==> config.mk <==
export PLATFORM = sky130hd
export DESIGN_NAME = stepper_speed_ramp_step_timer_core
export DESIGN_NICKNAME = d
export VERILOG_FILES = /design/src/rtl/core/ssrt_pkg.sv /design/src/rtl/core/ssrt_div.sv /design/src/rtl/core/ssrt_dp.sv /design/src/rtl/core/ssrt_ctrl.sv /design/src/rtl/core/stepper_speed_ramp_step_timer_core.sv
export SDC_FILE = /design/constraint.sdc
export NUM_CORES = 2
export LEC_CHECK = 0
export ABC_AREA = 0
export BUFFER_PORTS_ARGS = -buffer_cell sky130_fd_sc_hd__buf_2
export CORE_MARGIN = 5
export CORE_UTILIZATION = 50
export CTS_CLUSTER_DIAMETER = 100
export DETAILED_ROUTE_END_ITERATION = 7
export HOLD_SLACK_MARGIN = 0.05
export PLACE_DENSITY = 0.71
export SYNTH_ARGS = -nofsm -noshare
export SYNTH_HDL_FRONTEND = slang
export SYNTH_SLANG_ARGS = --single-unit
==> constraint.sdc <==
create_clock -name clk -period 24.3 [get_ports clk]
set_input_delay 1.215 -clock clk [delete_from_list [all_inputs] [get_ports clk]]
set_output_delay 1.215 -clock clk [all_outputs]
set_load 0.01 [all_outputs]
==> src/rtl/core/ssrt_pkg.sv <==
// Shared types and constants for the stepper speed ramp and step timer.
package ssrt_pkg;

  // Fixed-point speed format and motor geometry
  localparam int FRAC_BITS     = 16;
  localparam int STEPS_PER_REV = 200;

  // Field and register widths
  localparam int SPEED_W     = 24;
  localparam int TGT_W       = 8;
  localparam int ELAPSED_W   = 20;
  localparam int RPM_W       = 10;
  localparam int ACCEL_W     = 16;
  localparam int CFG_DATA_W  = 16;
  localparam int INTERVAL_W  = 32;
  localparam int RPM_STEPS_W = 18;
  localparam int MAG_W       = SPEED_W - 1;
  localparam int DEN_W       = RPM_STEPS_W + MAG_W;
  localparam int PROD_W      = ACCEL_W + ELAPSED_W;

  // Divider geometry: quotient bits produced one a cycle
  localparam int QUOT_W   = 32;
  localparam int NUM_HI_W = 20;
  localparam int NUM_W    = NUM_HI_W + QUOT_W;
  localparam int DIV_CNT_W = $clog2(QUOT_W);

  // Ramp step floor(rate*time*2^16/1e6) = floor(p*2^10/15625), split as
  // q = p/15625 and r = p%15625, giving q*2^10 + floor(r*2^10/15625).
  // Products of 2^28 and above give a step beyond any speed difference.
  localparam int RAMP_P_W    = 28;
  localparam int RAMP_Q_W    = 15;
  localparam int RAMP_R_W    = 14;
  localparam int RAMP_F_W    = 10;
  localparam int RAMP_STEP_W = RAMP_Q_W + RAMP_F_W;
  localparam int RECIP_Q_W   = 29;
  localparam int RECIP_Q_SH  = 42;
  localparam int RECIP_F_W   = 25;
  localparam int RECIP_F_SH  = 28;
  localparam logic [RAMP_R_W-1:0]  RAMP_DIVISOR = 14'd15625;
  // ceil(2^42 / 15625), exact for dividends below 2^28
  localparam logic [RECIP_Q_W-1:0] RECIP_Q = 29'd281474977;
  // ceil(2^38 / 15625), applied to r*2^10 and so shifted by 28
  localparam logic [RECIP_F_W-1:0] RECIP_F = 25'd17592187;

  // Target clamp limit in percent
  localparam logic signed [TGT_W-1:0] TGT_MAX = 8'sd100;
  localparam logic signed [TGT_W-1:0] TGT_MIN = -8'sd100;

  // Reset value of max_rpm folded into steps per minute
  localparam logic [RPM_STEPS_W-1:0] RPM_STEPS_RESET = RPM_STEPS_W'(60 * STEPS_PER_REV);

  // 6e9 * 2^FRAC_BITS: microseconds per minute times 100 percent, in Q16
  localparam logic [NUM_W-1:0] INTERVAL_NUM = NUM_W'(64'd6000000000 << FRAC_BITS);

  // Configuration register indexes
  typedef enum logic [0:0] {
    REG_MAX_RPM = 1'b0,
    REG_ACCEL   = 1'b1
  } cfg_reg_t;

  // Controller states
  typedef enum logic [3:0] {
    ST_IDLE,
    ST_TARGET,
    ST_RAMP_CHK,
    ST_RAMP_QUOT,
    ST_RAMP_REM,
    ST_RAMP_FRAC,
    ST_MOVE,
    ST_APPLY,
    ST_INT_START,
    ST_INT_DIV,
    ST_FINISH
  } state_t;

  // Commands from controller to datapath
  typedef struct packed {
    logic     capture;
    logic     load_target;
    logic     calc_prod;
    logic     ramp_quot;
    logic     ramp_rem;
    logic     ramp_frac;
    logic     div_start;
    logic     move_speed;
    logic     calc_den;
    logic     interval_zero;
    logic     interval_load;
    logic     finish;
  } ssrt_cmd_t;

  // Status from datapath to controller
  typedef struct packed {
    logic jump;
    logic ramp_go;
    logic speed_zero;
    logic div_done;
    logic out_free;
  } ssrt_status_t;

endpackage

==> src/rtl/core/ssrt_div.sv <==
// Iterative restoring divider, one quotient bit a cycle, saturating at 32 bits.
module ssrt_div (
  input  logic                           clk,
  input  logic                           rst,
  input  logic                           start,
  input  logic [ssrt_pkg::NUM_HI_W-1:0]  num_hi,
  input  logic [ssrt_pkg::QUOT_W-1:0]    num_lo,
  input  logic [ssrt_pkg::DEN_W-1:0]     den,
  output logic                           done,
  output logic [ssrt_pkg::QUOT_W-1:0]    quot
);
  import ssrt_pkg::*;

  logic                 busy;
  logic [DIV_CNT_W-1:0] cnt;
  logic [DEN_W-1:0]     rem;
  logic [QUOT_W-1:0]    sh;
  logic [DEN_W:0]       trial;
  logic [DEN_W:0]       trial_sub;
  logic                 qbit;
  logic                 sat;

  // Quotient overflows when the upper numerator part already reaches the divisor
  assign sat = {{(DEN_W-NUM_HI_W){1'b0}}, num_hi} >= den;

  // Shift the next numerator bit into the partial remainder and trial subtract
  assign trial     = {rem, sh[QUOT_W-1]};
  assign trial_sub = trial - {1'b0, den};
  assign qbit      = trial >= {1'b0, den};

  // Sequence the iterations; numerator bits shift out as quotient bits shift in
  always_ff @(posedge clk) begin
    if (rst) begin
      busy <= 1'b0;
      done <= 1'b0;
      cnt  <= '0;
    end else begin
      done <= 1'b0;
      if (start) begin
        cnt <= '0;
        if (sat) begin
          busy <= 1'b0;
          done <= 1'b1;
        end else begin
          busy <= 1'b1;
        end
      end else if (busy) begin
        cnt <= cnt + 1'b1;
        if (cnt == DIV_CNT_W'(QUOT_W - 1)) begin
          busy <= 1'b0;
          done <= 1'b1;
        end
      end
    end
  end

  // Remainder and shared numerator/quotient shift register
  always_ff @(posedge clk) begin
    if (start) begin
      rem <= {{(DEN_W-NUM_HI_W){1'b0}}, num_hi};
      sh  <= sat ? '1 : num_lo;
    end else if (busy) begin
      rem <= qbit ? trial_sub[DEN_W-1:0] : trial[DEN_W-1:0];
      sh  <= {sh[QUOT_W-2:0], qbit};
    end
  end

  assign quot = sh;

endmodule

==> src/rtl/core/ssrt_dp.sv <==
// Datapath: speed state, ramp arithmetic, interval divider, step timer and output register.
module ssrt_dp (
  input  logic                                 clk,
  input  logic                                 rst,
  input  ssrt_pkg::ssrt_cmd_t                  cmd,
  output ssrt_pkg::ssrt_status_t               st,
  input  logic                                 cfg_valid,
  output logic                                 cfg_ready,
  input  logic                                 cfg_index,
  input  logic [ssrt_pkg::CFG_DATA_W-1:0]      cfg_data,
  input  logic                                 operation,
  input  logic signed [ssrt_pkg::TGT_W-1:0]    target_speed,
  input  logic [ssrt_pkg::ELAPSED_W-1:0]       elapsed_us,
  output logic                                 out_valid,
  input  logic                                 out_stall,
  output logic                                 step_pulse,
  output logic                                 direction,
  output logic                                 release_coils,
  output logic signed [ssrt_pkg::SPEED_W-1:0]  current_speed,
  output logic [ssrt_pkg::INTERVAL_W-1:0]      step_interval_us
);
  import ssrt_pkg::*;

  // Configuration
  logic [RPM_STEPS_W-1:0] rpm_steps;
  logic [ACCEL_W-1:0]     accel;

  // Captured transaction
  logic                    op_r;
  logic signed [TGT_W-1:0] tgt_r;
  logic [ELAPSED_W-1:0]    elapsed_r;

  // Architectural state
  logic signed [TGT_W-1:0]   target_reg;
  logic signed [SPEED_W-1:0] cur;
  logic [INTERVAL_W-1:0]     interval;
  logic [INTERVAL_W-1:0]     tss;
  logic                      released;

  // Working registers
  logic [PROD_W-1:0]      prod;
  logic [DEN_W-1:0]       den;
  logic [RAMP_Q_W-1:0]    ramp_q;
  logic [RAMP_R_W-1:0]    ramp_r;
  logic [RAMP_STEP_W-1:0] ramp_step;

  // Divider interface
  logic                div_done;
  logic [QUOT_W-1:0]   quot;

  // Combinational helpers
  logic signed [TGT_W-1:0]        tgt_clamped;
  logic signed [SPEED_W-1:0]      target_q;
  logic signed [SPEED_W-1:0]      jump_speed;
  logic [SPEED_W-1:0]             abs_cur;
  logic [MAG_W-1:0]               mag;
  logic signed [SPEED_W:0]        diff;
  logic [SPEED_W:0]               adiff;
  logic                           reach;
  logic signed [SPEED_W:0]        moved;
  logic [INTERVAL_W:0]            tss_sum;
  logic [INTERVAL_W-1:0]          tss_sat;
  logic                           fire;
  logic                           ramp_big;
  logic [RAMP_P_W+RECIP_Q_W-1:0]  ramp_qprod;
  logic [RAMP_P_W-1:0]            ramp_back;
  logic [RAMP_P_W-1:0]            ramp_rem;
  logic [RECIP_F_SH+RAMP_F_W-1:0] ramp_fprod;

  assign cfg_ready = 1'b1;

  // Register writes; max_rpm is kept premultiplied by steps per revolution
  always_ff @(posedge clk) begin
    if (rst) begin
      rpm_steps <= RPM_STEPS_RESET;
      accel     <= '0;
    end else if (cfg_valid) begin
      unique case (cfg_reg_t'(cfg_index))
        REG_MAX_RPM: rpm_steps <= RPM_STEPS_W'(cfg_data[RPM_W-1:0] * STEPS_PER_REV);
        REG_ACCEL:   accel     <= cfg_data[ACCEL_W-1:0];
        default:     ;
      endcase
    end
  end

  // Clamp the requested target to the legal percent range
  always_comb begin
    if (tgt_r > TGT_MAX) begin
      tgt_clamped = TGT_MAX;
    end else if (tgt_r < TGT_MIN) begin
      tgt_clamped = TGT_MIN;
    end else begin
      tgt_clamped = tgt_r;
    end
  end

  assign jump_speed = {tgt_clamped, {FRAC_BITS{1'b0}}};
  assign target_q   = {target_reg, {FRAC_BITS{1'b0}}};
  assign abs_cur    = cur[SPEED_W-1] ? -cur : cur;
  assign mag        = abs_cur[MAG_W-1:0];

  // Ramp step terms: quotient, remainder and fraction of p / 15625
  assign ramp_big   = |prod[PROD_W-1:RAMP_P_W];
  assign ramp_qprod = prod[RAMP_P_W-1:0] * RECIP_Q;
  assign ramp_back  = ramp_q * RAMP_DIVISOR;
  assign ramp_rem   = prod[RAMP_P_W-1:0] - ramp_back;
  assign ramp_fprod = ramp_r * RECIP_F;

  // Ramp move: step toward the target without overshoot
  assign diff  = {target_q[SPEED_W-1], target_q} - {cur[SPEED_W-1], cur};
  assign adiff = diff[SPEED_W] ? -diff : diff;
  assign reach = ramp_big || (adiff <= ramp_step);
  assign moved = diff[SPEED_W] ? {cur[SPEED_W-1], cur} - {1'b0, ramp_step[SPEED_W-1:0]}
                               : {cur[SPEED_W-1], cur} + {1'b0, ramp_step[SPEED_W-1:0]};

  // Saturating time since the last step
  assign tss_sum = {1'b0, tss} + {{(INTERVAL_W-ELAPSED_W+1){1'b0}}, elapsed_r};
  assign tss_sat = tss_sum[INTERVAL_W] ? '1 : tss_sum[INTERVAL_W-1:0];
  assign fire    = (interval != '0) && (tss_sat >= interval);

  // Interval division: 6e9*2^16 over the speed term
  ssrt_div u_div (
    .clk    (clk),
    .rst    (rst),
    .start  (cmd.div_start),
    .num_hi (INTERVAL_NUM[NUM_W-1:QUOT_W]),
    .num_lo (INTERVAL_NUM[QUOT_W-1:0]),
    .den    (den),
    .done   (div_done),
    .quot   (quot)
  );

  // Capture the input transaction
  always_ff @(posedge clk) begin
    if (cmd.capture) begin
      op_r      <= operation;
      tgt_r     <= target_speed;
      elapsed_r <= elapsed_us;
    end
  end

  // Multiplications, each registered before use
  always_ff @(posedge clk) begin
    if (cmd.calc_prod) begin
      prod <= accel * elapsed_r;
    end
    if (cmd.calc_den) begin
      den <= rpm_steps * mag;
    end
  end

  // Ramp step computed in turn: quotient, remainder, then fraction bits
  always_ff @(posedge clk) begin
    if (cmd.ramp_quot) begin
      ramp_q <= ramp_qprod[RECIP_Q_SH +: RAMP_Q_W];
    end
    if (cmd.ramp_rem) begin
      ramp_r <= ramp_rem[RAMP_R_W-1:0];
    end
    if (cmd.ramp_frac) begin
      ramp_step <= {ramp_q, ramp_fprod[RECIP_F_SH +: RAMP_F_W]};
    end
  end

  // Speed, target, interval and step timer state
  always_ff @(posedge clk) begin
    if (rst) begin
      target_reg <= '0;
      cur        <= '0;
      interval   <= '0;
      tss        <= '0;
      released   <= 1'b0;
    end else begin
      if (cmd.load_target && op_r) begin
        target_reg <= tgt_clamped;
        if (accel == '0) begin
          cur <= jump_speed;
        end
      end
      if (cmd.move_speed) begin
        cur <= reach ? target_q : moved[SPEED_W-1:0];
      end
      if (cmd.interval_zero) begin
        interval <= '0;
      end
      if (cmd.interval_load) begin
        interval <= quot;
      end
      if (cmd.finish) begin
        if (interval == '0) begin
          released <= 1'b1;
          tss      <= tss_sat;
        end else begin
          released <= 1'b0;
          tss      <= fire ? '0 : tss_sat;
        end
      end
    end
  end

  // Output register: hold until taken
  always_ff @(posedge clk) begin
    if (rst) begin
      out_valid <= 1'b0;
    end else if (cmd.finish) begin
      out_valid <= 1'b1;
    end else if (!out_stall) begin
      out_valid <= 1'b0;
    end
  end

  always_ff @(posedge clk) begin
    if (cmd.finish) begin
      step_pulse       <= fire;
      direction        <= !cur[SPEED_W-1] && (cur != '0);
      release_coils    <= (interval == '0) && !released;
      current_speed    <= cur;
      step_interval_us <= interval;
    end
  end

  // Status to the controller
  assign st.jump       = op_r && (accel == '0);
  assign st.ramp_go    = (accel != '0) && (cur != target_q);
  assign st.speed_zero = (cur == '0);
  assign st.div_done   = div_done;
  assign st.out_free   = !out_valid || !out_stall;

endmodule

==> src/rtl/core/ssrt_ctrl.sv <==
// Controller state machine sequencing target load, ramp, interval division and result.
module ssrt_ctrl (
  input  logic                   clk,
  input  logic                   rst,
  input  logic                   in_valid,
  output logic                   in_stall,
  input  ssrt_pkg::ssrt_status_t st,
  output ssrt_pkg::ssrt_cmd_t    cmd
);
  import ssrt_pkg::*;

  state_t state;
  state_t state_next;

  // State register
  always_ff @(posedge clk) begin
    if (rst) begin
      state <= ST_IDLE;
    end else begin
      state <= state_next;
    end
  end

  // Next state and commands
  always_comb begin
    state_next  = state;
    cmd         = '0;
    in_stall    = 1'b1;
    unique case (state)
      ST_IDLE: begin
        in_stall = 1'b0;
        if (in_valid) begin
          cmd.capture = 1'b1;
          state_next  = ST_TARGET;
        end
      end
      ST_TARGET: begin
        cmd.load_target = 1'b1;
        state_next      = st.jump ? ST_APPLY : ST_RAMP_CHK;
      end
      ST_RAMP_CHK: begin
        if (st.ramp_go) begin
          cmd.calc_prod = 1'b1;
          state_next    = ST_RAMP_QUOT;
        end else begin
          state_next = ST_FINISH;
        end
      end
      ST_RAMP_QUOT: begin
        cmd.ramp_quot = 1'b1;
        state_next    = ST_RAMP_REM;
      end
      ST_RAMP_REM: begin
        cmd.ramp_rem = 1'b1;
        state_next   = ST_RAMP_FRAC;
      end
      ST_RAMP_FRAC: begin
        cmd.ramp_frac = 1'b1;
        state_next    = ST_MOVE;
      end
      ST_MOVE: begin
        cmd.move_speed = 1'b1;
        state_next     = ST_APPLY;
      end
      ST_APPLY: begin
        if (st.speed_zero) begin
          cmd.interval_zero = 1'b1;
          state_next        = ST_FINISH;
        end else begin
          cmd.calc_den = 1'b1;
          state_next   = ST_INT_START;
        end
      end
      ST_INT_START: begin
        cmd.div_start = 1'b1;
        state_next    = ST_INT_DIV;
      end
      ST_INT_DIV: begin
        if (st.div_done) begin
          cmd.interval_load = 1'b1;
          state_next        = ST_FINISH;
        end
      end
      ST_FINISH: begin
        if (st.out_free) begin
          cmd.finish = 1'b1;
          state_next = ST_IDLE;
        end
      end
      default: begin
        state_next = ST_IDLE;
      end
    endcase
  end

endmodule

==> src/rtl/core/stepper_speed_ramp_step_timer_core.sv <==
// Stepper speed ramp and step timer: top level joining controller and datapath.
// Each transaction carries elapsed microseconds and optionally a new target speed in
// percent (clamped to -100..100); the block ramps a signed Q16 speed toward it at
// accel_pct_per_s, derives the step interval 6e9*2^16/(max_rpm*200*|speed|) saturated
// to 32 bits, and issues a step when the saturating time since the last step reaches
// that interval, or a one-shot coil release on entering standstill. One transaction is
// processed at a time. A tick without speed change skips the interval divider; a target
// jump or a ramp move runs that radix-2 divider, which produces one quotient bit per
// cycle. The ramp step (rate*time*2^16/1e6) is taken by reciprocal multiplication in
// turn: quotient, remainder, then fraction bits. A new speed of zero skips the divider,
// and a saturated interval leaves it in the cycle after its start.
// The result sits in an output register, so the next transaction is taken while it
// waits; a further result waits for that register to be taken. Configuration writes are
// always ready and must be made only while the block is idle.
module stepper_speed_ramp_step_timer_core (
  input  logic                                 clk,
  input  logic                                 rst,
  input  logic                                 cfg_valid,
  output logic                                 cfg_ready,
  input  logic                                 cfg_index,
  input  logic [ssrt_pkg::CFG_DATA_W-1:0]      cfg_data,
  input  logic                                 in_valid,
  output logic                                 in_stall,
  input  logic                                 operation,
  input  logic signed [ssrt_pkg::TGT_W-1:0]    target_speed,
  input  logic [ssrt_pkg::ELAPSED_W-1:0]       elapsed_us,
  output logic                                 out_valid,
  input  logic                                 out_stall,
  output logic                                 step_pulse,
  output logic                                 direction,
  output logic                                 release_coils,
  output logic signed [ssrt_pkg::SPEED_W-1:0]  current_speed,
  output logic [ssrt_pkg::INTERVAL_W-1:0]      step_interval_us
);
  import ssrt_pkg::*;

  ssrt_cmd_t    cmd;
  ssrt_status_t st;

  // Sequencer
  ssrt_ctrl u_ctrl (
    .clk      (clk),
    .rst      (rst),
    .in_valid (in_valid),
    .in_stall (in_stall),
    .st       (st),
    .cmd      (cmd)
  );

  // Arithmetic and state
  ssrt_dp u_dp (
    .clk              (clk),
    .rst              (rst),
    .cmd              (cmd),
    .st               (st),
    .cfg_valid        (cfg_valid),
    .cfg_ready        (cfg_ready),
    .cfg_index        (cfg_index),
    .cfg_data         (cfg_data),
    .operation        (operation),
    .target_speed     (target_speed),
    .elapsed_us       (elapsed_us),
    .out_valid        (out_valid),
    .out_stall        (out_stall),
    .step_pulse       (step_pulse),
    .direction        (direction),
    .release_coils    (release_coils),
    .current_speed    (current_speed),
    .step_interval_us (step_interval_us)
  );

endmodule
* Word level (Yosys, flattened, before mapping)
Cells that the tools add are included.
Word-level totals: bits of input ports 51, output and inout port bits 62, word-level logic and storage cells 148, flip-flop bits (word level) 432
Cells by class: reduce and logical (&&, ||, !) cells 29, bitwise operators 1, $mul 6, $add $sub $neg 9, mux-type cells 54, equal/unequal tests 16, order comparisons 6
Operator list (count):
- 2-to-1 mux 32 bit | 7
- 2-to-1 mux 24 bit | 5
- multiplier 28 x 29 -> 57 bit, second input constant | 1
- one-hot mux 4 bit (11 select lines) | 1
- greater-or-equal comparator 42 x 41 -> 1 bit | 1
- greater-or-equal comparator 17 x 41 -> 1 bit, first input constant | 1
- 2-to-1 mux 41 bit | 1
- subtractor 41 bit | 1
- multiplier 14 x 25 -> 38 bit, second input constant | 1
- multiplier 15 x 23 -> 38 bit | 1
- multiplier 16 x 20 -> 36 bit | 1
- adder 32 x 20 -> 33 bit | 1
- greater-or-equal comparator 32 bit | 1
- zero test 32 bit | 1
- nonzero test 32 bit | 1
- 2-to-1 mux 31 bit | 1
- 2-to-1 mux 1 bit | 28
- less-or-equal comparator 25 bit | 1
- 2-to-1 mux 25 bit | 1
- negator 25 bit | 1
- subtractor 24 x 24 -> 25 bit | 1
- adder 24 bit | 1
- zero test 24 bit | 1
- inequality test 24 bit | 1
- 33 further kinds | 60

* Longest topological paths before layout
depth in word-level cells 7, mapped depth 34, depth with buffers taken out 31

* Modules after synthesis
From an unflattened synthesis, not the netlist that was laid out.
Unflattened totals: cell total of the unflattened synthesis 6858, area total of the unflattened synthesis 64317.9 um^2
By module, submodules not included:
- ssrt_dp | sequential area each 9068.7 um^2, cells an instance 5952, instances 1, area an instance 57162.3 um^2
- ssrt_div | sequential area each 2122.0 um^2, cells an instance 849, instances 1, area an instance 6767.7 um^2
- ssrt_ctrl | sequential area each 80.1 um^2, cells an instance 57, instances 1, area an instance 387.9 um^2

* Worst setup path before layout
Ideal clock, no wire load.
path type register -> register, start point register u_dp.cur[0], end point register u_dp.den[40] (data pin), stages on the path, launching flop included 31, arrival 7696 ps, library setup time 261 ps, clock period less this slack 7957 ps, path buffers 3, required time 24039 ps, setup slack 16343 ps, cells stage by stage dfxtp_1 -> clkbuf_1 -> clkbuf_1 -> inv_1 -> ha_1 -> nor4b_4 -> nand3_2 -> or3_1 -> buf_6 -> o31ai_1 -> xnor2_1 -> and2_1 -> fa_1 -> inv_1 -> fa_1 -> inv_1 -> fa_1 -> fa_1 -> fa_1 -> inv_1 -> fa_1 -> inv_1 -> ha_1 -> nand4_1 -> o31ai_1 -> a21oi_1 -> o31a_1 -> o21ai_0 -> a41oi_1 -> o21ai_0 -> xnor2_1
On the way: cells in the longest elaborated chain, start to end 3
Ends and longest elaborated chain:
- start: declaration | RTL line ssrt_dp.sv:35 | logic signed [SPEED_W-1:0] cur;
- start signal: assignment | RTL line ssrt_dp.sv:177 | cur <= jump_speed;
- start signal: assignment | RTL line ssrt_dp.sv:181 | cur <= reach ? target_q : moved[SPEED_W-1:0];
- negator 23 bit | RTL line ssrt_dp.sv:99 | assign abs_cur = cur[SPEED_W-1] ? -cur : cur;
- 2-to-1 mux 23 bit * | RTL line ssrt_dp.sv:99
- multiplier 15 x 23 -> 38 bit * | RTL line ssrt_dp.sv:148 | den <= rpm_steps * mag;
- end signal: assignment | RTL line ssrt_dp.sv:148
- end: declaration | RTL line ssrt_dp.sv:42 | logic [DEN_W-1:0] den;
Every way passes the cells marked *; elsewhere a longest branch is shown, timed or not. A chain may end at the register's enable or synchronous reset.

* Worst setup path after layout
start point register u_dp.cur[1], end point register u_dp.den[40] (data pin)
The elaborated chain is that of the path after synthesis.

==> metrics.txt <==
Mapped Cells 6573; die area 0.133 mm^2; reg2reg path depth 28; area grow syn2layout 6.51%; Worst-Skew Late Latency 0.65 ns; min-delay worst type reg -> reg; TritonCTS sink count 429; htree depth 2; number of flip-flops under the largest register name 41; Wirelength per Cell 19.8 um; initial antenna violation count 6; Required @ worst endpoint approximately 25 ns; dpl hpwl 132000 um; final worst-path cycle share 35.3%; Die Height between 300 and 400 um; most frequent cells in the layout inv_1, fa_1, ha_1; IO Count 113; overall routing resource usage 25.1%; core area roughly 0.13 mm^2; Die X-Extent 364 um; synth top area cells fa_1, ha_1, edfxtp_1; Final nets 8423; routed wire length 164000 um; post-synthesis average cell area 9.56 um^2; #FFs+latches synth 429; vias in the first global route 48500; crit end category flip-flop; RSZ-0062 raised after global routing no; largest net degree at the start of global routing 70; largest area contributor in the netlist fa_1; ys flop type edfxtp_1; largest registers u_dp.u_div.rem (41), u_dp.den (38), u_dp.prod (36); slowest stage delay, CP between 0.5 and 0.6 ns; gr ovfl total 0; Routed Antenna Nets 0; top cell type's share of synthesized area between 20% and 30%; unique cell type count in the Yosys netlist 91; DR top layer met4; CP startpoint kind flip-flop; Top reg by flops u_dp.u_div.rem; final setup fails 0; clk slew on worst S/H paths 0.06 ns; fmax 117 MHz; Starting Density 50.2%; pre-CTS WS 15.72 ns; Num CTS Buffers 51; metal2 WL 78300 um; Cell Area, Synth 0.0628 mm^2; Critical Path Slowest Stage Cell or3_1; sequential-to-total area share from yosys stat 17.6%; worst setup margin ~16 ns; fin util between 50% and 60%; Via Count about 46000; Tmin final 8.57 ns; GPL Wtd Cong 0.948; Max-Slew Margin vs Limit roughly 22%; Clock Skew 0.0247 ns; critical path class reg -> reg; Setup Buffers After CTS 0; TritonCTS clock tree yes; met3 WL 10400 um; setup_tns 0 ns; DRC Markers 0; crit-path max FO 15; initial DRC count around 3100; EDFF count, synth 248; drt first pass iters 6; cts hold-fix bufs 0; CTS Root Cell clkbuf_16; most common cell after layout, fill and taps aside inv_1; row cnt 130; Max Root-Sink Buffers 3; first-pass GRT wire length 264000 um; status complete, no violations; I/O Buffers 111; cts repair resizes 0; met1 WL 67900 um; Max Cap Violations 0; layout cells sized above 1 5.43%; Slew @ Worst Pin 1.16 ns; YS warnings 0; endpoints failing hold 0; Mapped Nets 8405; Via density 5.57; Async S/R FF share, synth 0%; WP data arrival ~9.0 ns; hold depth 0; Most Frequent Cell on Critical Path fa_1; Slew Limit Fails 0
per-stage QoR:
stage / hold WS [ns] / cell area [um^2] / instances
after floorplan: 0.400 / 62800 / 6573
after global placement: 0.409 / 65200 / 8188
after detailed placement: 0.418 / 65200 / 8188
after CTS: 0.435 / 66900 / 8283
after global routing: 0.449 / 66900 / 8283
final: 0.432 / 66900 / 8284
cell type report:
| class | instances | area, um^2 |
|---|---|---|
| fillers | 11300 | 58300 |
| multi-input cells | 4637 | 46100 |
| flip-flops and latches | 429 | 11100 |
| inverters | 1300 | 4880 |
| well taps | 1650 | 2060 |
| clock buffers | 64 | 1400 |
| repair buffers | 172 | 1020 |
| clock inverters | 31 | 335 |
| diodes | 1 | 2.50 |
routing by layer:
metal / global-route usage, % / vias to the layer above
li1: - / 21300
met1: 32.6 / 23000
met2: 42.7 / 1434
met3: 3.67 / 365
met4: 9.92 / 0
met5: 0 / -
path summary, 6_finish.rpt:
check	start	to	slack (ns)
max	u_dp.cur[1]	u_dp.den[40]	15.73
min	u_dp.ramp_q[14]	u_dp.ramp_step[24]	0.43
max reg2reg	u_dp.cur[1]	u_dp.den[40]	15.73
min reg2reg	u_dp.ramp_q[14]	u_dp.ramp_step[24]	0.43
critical path, delay by kind of cell (launching register included):
family | cells | cell delay (ns)
xor+xnor | 2 | 0.20
compound gates | 7 | 2.03
flops | 1 | 0.40
buf+inv | 6 | 0.53
simple gates | 5 | 1.50
fa+ha+maj | 8 | 3.66
cell families (layout without fill, tap and decap cells):
kind of cell | Yosys count | in the layout | synth area share, %
compound gates | 947 | 947 | 10.2
xor+xnor | 272 | 272 | 3.79
fa+ha+maj | 1781 | 1781 | 46.5
buf+inv | 1507 | 1567 | 9.11
flops | 429 | 429 | 17.6
mux | 26 | 26 | 0.432
other cells | 1 | 2 | 0.00597
simple gates | 1610 | 1610 | 12.4
Yosys cell counts (all sizes together), types with 27 or more instances:
| cell | count |
|---|---|
| a211oi | 49 |
| a21o | 111 |
| a21oi | 257 |
| a22o | 27 |
| a22oi | 48 |
| a31oi | 29 |
| and2 | 305 |
| and3 | 28 |
| clkbuf | 185 |
| dfxtp | 181 |
| edfxtp | 248 |
| fa | 920 |
| ha | 861 |
| inv | 1299 |
| nand2 | 661 |
| nand2b | 42 |
| nand3 | 48 |
| nand4 | 46 |
| nor2 | 263 |
| nor2b | 35 |
| nor3 | 61 |
| nor4 | 36 |
| o21a | 45 |
| o21ai | 173 |
| o21bai | 27 |
| xnor2 | 204 |
| xor2 | 68 |
Power is left out: the tool's default activity adds up to more than one toggle a clock period on the data nets, which glitch-free logic cannot reach.
